**src/rtl/core/plcs_pkg.sv**
```systemverilog
// Package for the page live counter with region scan: constants, command
// codes, controller states and the command/status structs. No dependencies.
package plcs_pkg;

   localparam int PAGE_COUNT_DEF = 4096;

   localparam int ADDR_W  = 45;
   localparam int WORDS_W = 32;
   localparam int RIDX_W  = 12;
   localparam int LPW_W   = 5;
   localparam int RW_W    = 25;
   localparam int CSR_W   = 45;
   localparam int CSR_IDX_W = 2;
   localparam int PROD_W  = RW_W + RIDX_W;

   localparam logic [CSR_IDX_W-1:0] CSR_HEAP_BASE    = 2'd0;
   localparam logic [CSR_IDX_W-1:0] CSR_LOG_PAGE     = 2'd1;
   localparam logic [CSR_IDX_W-1:0] CSR_REGION_WORDS = 2'd2;

   localparam logic [ADDR_W-1:0] HEAP_BASE_RST    = '0;
   localparam logic [LPW_W-1:0]  LOG_PAGE_RST     = 5'd9;
   localparam logic [RW_W-1:0]   REGION_WORDS_RST = 25'd262144;

   typedef enum logic [1:0] {
      CMD_ADD          = 2'd0,
      CMD_CLEAR_REGION = 2'd1,
      CMD_SCAN         = 2'd2,
      CMD_READ         = 2'd3
   } cmd_type;

   typedef enum logic [3:0] {
      ST_CLEAR,
      ST_IDLE,
      ST_CALC,
      ST_RANGE,
      ST_ROUTE,
      ST_MEM_RD,
      ST_ADD_WR,
      ST_ZERO,
      ST_SCAN_RD,
      ST_SCAN_WR,
      ST_DONE
   } state_type;

   typedef struct packed {
      logic capture;
      logic calc;
      logic range;
      logic sum_clr;
      logic mem_rd;
      logic add_wr;
      logic zero_wr;
      logic scan_wr;
      logic clr_wr;
      logic rsp_load;
   } dp_cmd_type;

   typedef struct packed {
      cmd_type cmd;
      logic    err;
      logic    cnt_zero;
      logic    clr_last;
      logic    rsp_free;
   } dp_stat_type;

endpackage

```
**src/rtl/core/plcs_ctrl.sv**
```systemverilog
// Controller of the page live counter: sequences the clearing pass, range
// checks, memory accesses and region loops. Depends on plcs_pkg.
module plcs_ctrl (
   input  logic                   clock,
   input  logic                   reset,
   input  logic                   req_valid,
   output logic                   req_stall,
   input  plcs_pkg::dp_stat_type  stat,
   output plcs_pkg::dp_cmd_type   cmd
);

   plcs_pkg::state_type state_ff, state_in;

   always_ff @(posedge clock) begin
      if (reset) begin
         state_ff <= plcs_pkg::ST_CLEAR;
      end else begin
         state_ff <= state_in;
      end
   end

   // next state
   always_comb begin
      state_in = state_ff;
      case (state_ff)
         plcs_pkg::ST_CLEAR: begin
            if (stat.clr_last) state_in = plcs_pkg::ST_IDLE;
         end
         plcs_pkg::ST_IDLE: begin
            if (req_valid) state_in = plcs_pkg::ST_CALC;
         end
         plcs_pkg::ST_CALC:  state_in = plcs_pkg::ST_RANGE;
         plcs_pkg::ST_RANGE: state_in = plcs_pkg::ST_ROUTE;
         plcs_pkg::ST_ROUTE: begin
            if (stat.err) begin
               state_in = plcs_pkg::ST_DONE;
            end else begin
               case (stat.cmd)
                  plcs_pkg::CMD_ADD, plcs_pkg::CMD_READ: state_in = plcs_pkg::ST_MEM_RD;
                  plcs_pkg::CMD_CLEAR_REGION:            state_in = plcs_pkg::ST_ZERO;
                  plcs_pkg::CMD_SCAN:                    state_in = plcs_pkg::ST_SCAN_RD;
                  default:                               state_in = plcs_pkg::ST_DONE;
               endcase
            end
         end
         plcs_pkg::ST_MEM_RD: begin
            state_in = (stat.cmd == plcs_pkg::CMD_ADD) ? plcs_pkg::ST_ADD_WR
                                                       : plcs_pkg::ST_DONE;
         end
         plcs_pkg::ST_ADD_WR: state_in = plcs_pkg::ST_DONE;
         plcs_pkg::ST_ZERO: begin
            if (stat.cnt_zero) state_in = plcs_pkg::ST_DONE;
         end
         plcs_pkg::ST_SCAN_RD: begin
            state_in = stat.cnt_zero ? plcs_pkg::ST_DONE : plcs_pkg::ST_SCAN_WR;
         end
         plcs_pkg::ST_SCAN_WR: state_in = plcs_pkg::ST_SCAN_RD;
         plcs_pkg::ST_DONE: begin
            if (stat.rsp_free) state_in = plcs_pkg::ST_IDLE;
         end
         default: state_in = plcs_pkg::ST_CLEAR;
      endcase
   end

   // outputs
   always_comb begin
      cmd       = '0;
      req_stall = 1'b1;
      case (state_ff)
         plcs_pkg::ST_CLEAR: cmd.clr_wr = 1'b1;
         plcs_pkg::ST_IDLE: begin
            req_stall   = 1'b0;
            cmd.capture = req_valid;
         end
         plcs_pkg::ST_CALC:    cmd.calc    = 1'b1;
         plcs_pkg::ST_RANGE:   cmd.range   = 1'b1;
         plcs_pkg::ST_ROUTE:   cmd.sum_clr = 1'b1;
         plcs_pkg::ST_MEM_RD:  cmd.mem_rd  = 1'b1;
         plcs_pkg::ST_ADD_WR:  cmd.add_wr  = 1'b1;
         plcs_pkg::ST_ZERO:    cmd.zero_wr = !stat.cnt_zero;
         plcs_pkg::ST_SCAN_RD: cmd.mem_rd  = !stat.cnt_zero;
         plcs_pkg::ST_SCAN_WR: cmd.scan_wr = 1'b1;
         plcs_pkg::ST_DONE:    cmd.rsp_load = stat.rsp_free;
         default: ;
      endcase
   end

endmodule

```
**config.mk**
```make
export PLATFORM = sky130hd
export DESIGN_NAME = plcs_ctrl
export DESIGN_NICKNAME = d
export VERILOG_FILES = /design/src/rtl/core/plcs_pkg.sv /design/src/rtl/core/plcs_ctrl.sv
export SDC_FILE = /design/constraint.sdc
export NUM_CORES = 1
export LEC_CHECK = 0
export BUFFER_PORTS_ARGS = -buffer_cell sky130_fd_sc_hd__buf_2
export CORE_AREA = 3 3 40 42
export DETAILED_ROUTE_END_ITERATION = 16
export DIE_AREA = 0 0 43 45
export PLACE_DENSITY = 0.66
export SYNTH_ARGS = -nofsm -noshare
export SYNTH_HDL_FRONTEND = slang
export SYNTH_SLANG_ARGS = --single-unit
export TNS_END_PERCENT = 5
```
**constraint.sdc**
```tcl
create_clock -name clock -period 2.5 [get_ports clock]
set_input_delay 0.375 -clock clock [delete_from_list [all_inputs] [get_ports clock]]
set_output_delay 0.375 -clock clock [all_outputs]
set_load 0.01 [all_outputs]
```
==> reports/results.ini <==
[layout]
final_layout_size_suffix_gt1_share_pct=32.9
fillCellCount=148
area_growth_pct=21.5
reg_top3=state_ff (4)
fin_nets=93
diodes=0
final_util_pct=45.1
top_register=state_ff
stdcell_area_um2=579
largest_register_ffs=4

[power]
vdd_drop_max_v=0.000281
power.density_nw_per_um2=546
power_leakage_uw=0.000271

[drt]
totalWireLength_um=1100
route.vias.total=527
wl_met1_um=518
routed.top_layer=met3
wl_met3_um=71
wl_met2_um=509
ant_nets=0
first_iter_violations=2
drc=0
firstDrtPassIters=2
avgViaCountPerCell=5.43
wl_per_cell_um=11.3

[clocking]
clockBufferDepth=2
clk_pin_slew_worst_paths_ns=0.03
cts-resized-gates=0
htree_num_levels=1
cts-root-buf=clkbuf_4
cts_inserted_buffers=3
cts.sinks=4
tritoncts=done
cts_hold_buf=0
postCtsSetupRepairBufs=0
clk_latency_ns=0.22

[die]
start_util_pct=37.1
die_x_um=43
die_height_um=45
die-area_um2=1940
ios=20
placementRows=13
core-area_um2=1280

[setup_path]
crit_fanout=12
critical_path.max_stage_delay_ns=0.51
worst_ep_arrival_time_ns=1.50
crit_chain=inv_1, nor4_1, a31oi_1, nor2_1, buf_2
reg2reg_depth=3
crit_type=register to primary output
worstSetupEndpointType=primary output
slowest_stage=dfxtp_1
critPathLaunchType=register
required_ns=2.12

[placed_design]
place_area_um2=557
io_buffers=19
gp_congestion=0.784
place_hpwl_um=844

[yosys]
netlist.area_leader.share_pct=16.8
synthesis.nets=75
synthFlopType=dfxtp_1
synth_most_common_cell=nor2_1
ys_seq_area_share_pct=16.8
mappedNetlistArea_um2=477
synth-edff-count=0
ys_seq_elements=4
synth_commonest_cells=10 x nor2_1, 5 x nand2_1, 4 x dfxtp_1
synth_top_area_cell=dfxtp_1
ys_top_cells_by_area=dfxtp_1 17%, nor2_1 7.9%, a41o_1 4.2%
synth.avg_cell_area_um2=7.22
async_reset_ff_share_pct=0
synth.distinct_cells=36
synth_cells=66
yosys_warnings=0

[timing]
rsz0062_at_grt=no
finClkSkew_ns=0.00142
hold_viol=0
drv_slew=0
relSlewSlack_pct=63.8
fmax_ghz=0.534
worstMarginPinSlew_ns=0.542
setup_tns_ns=0
finalSetupViolations=0
fin_crit_ns=1.87
min_period_over_period_pct=74.9

[grt]
grt_pass1_vias=445
antenna_found_initial=0
grt_overflow=0
grt_pass1_wl_um=1860
grt_max_degree=19
grt_usage_pct=12.6

[flow_run]
max_cap_viol_count=0

[hold_path]
min_path_type=input pin to register
holdPathStages=2

[outcome]
status=finished clean

## report_power, final
group | internal [µW] | total, µW | switching, µW
Clock | 53.3 | 74.2 | 20.9
Combinational | 73.5 | 136 | 62.2
Sequential | 72.9 | 106 | 33.6
## metrics by stage
stage / power (µW) / setup slack (ns) / cells / hold WS, ns
after floorplan: 214 / 0.913 / 66 / 0.444
after global placement: 241 / 0.856 / 94 / 0.608
after detailed placement: 244 / 0.831 / 94 / 0.612
after CTS: 323 / 0.616 / 97 / 0.366
after global routing: 345 / 0.480 / 97 / 0.394
final: 316 / 0.628 / 97 / 0.372
## metal layers
layer / vias up / GRT usage (%)
li1: 281 / -
met1: 233 / 16.5
met2: 13 / 20.4
met3: 0 / 2.39
met4: 0 / 5.42
met5: - / 0
## cells in the final DEF (no fill, tap or decap), types with 2 or more instances in the layout
cell,synthesis,layout
a21oi_1,2,2
a41o_1,2,2
buf_2,3,19
clkbuf_4,0,3
dfxtp_1,4,4
inv_1,2,2
nand2_1,5,5
nand2b_1,3,3
nand3_1,3,3
nor2_1,10,10
nor2b_1,3,3
nor3_1,2,2
nor4bb_1,2,2
## critical path: cells and delay by family (launching register included)
family,cells,cell delay [ns]
compound gates,1,0.06
buf+inv,2,0.29
flops,1,0.51
simple gates,2,0.41
## cells by family after synthesis
group                  count (synthesis)  synth area share (%)
AO/OA/AOI/OAI                         12                  19.2
multiplexers                           3                  7.61
AND/OR/NAND/NOR                       39                  47.8
flip-flops                             4                  16.8
buffers and inverters                  8                  8.66
## final timing paths
check                                               from                        to  slack (ns)
worst min register to register  state_ff[3]$_SDFFE_PP0P_  state_ff[3]$_SDFFE_PP0P_        0.69
worst max register to register  state_ff[0]$_SDFFE_PP0P_  state_ff[0]$_SDFFE_PP0P_        0.84
worst max-delay path            state_ff[3]$_SDFFE_PP0P_                    cmd[5]        0.63
worst min-delay path                               reset  state_ff[2]$_SDFFE_PP0P_        0.37
## final cells by class
cell class              instances  area (µm²)  area share, %
flip-flops and latches          4        80.1           13.8
well taps                      15        18.8           3.24
inverters                       2        7.51           1.30
multi-input cells              54         355           61.3
clock buffers                   3        22.5           3.89
repair buffers                 19        95.1           16.4
No activity file was read; power rests on OpenSTA's default activity.
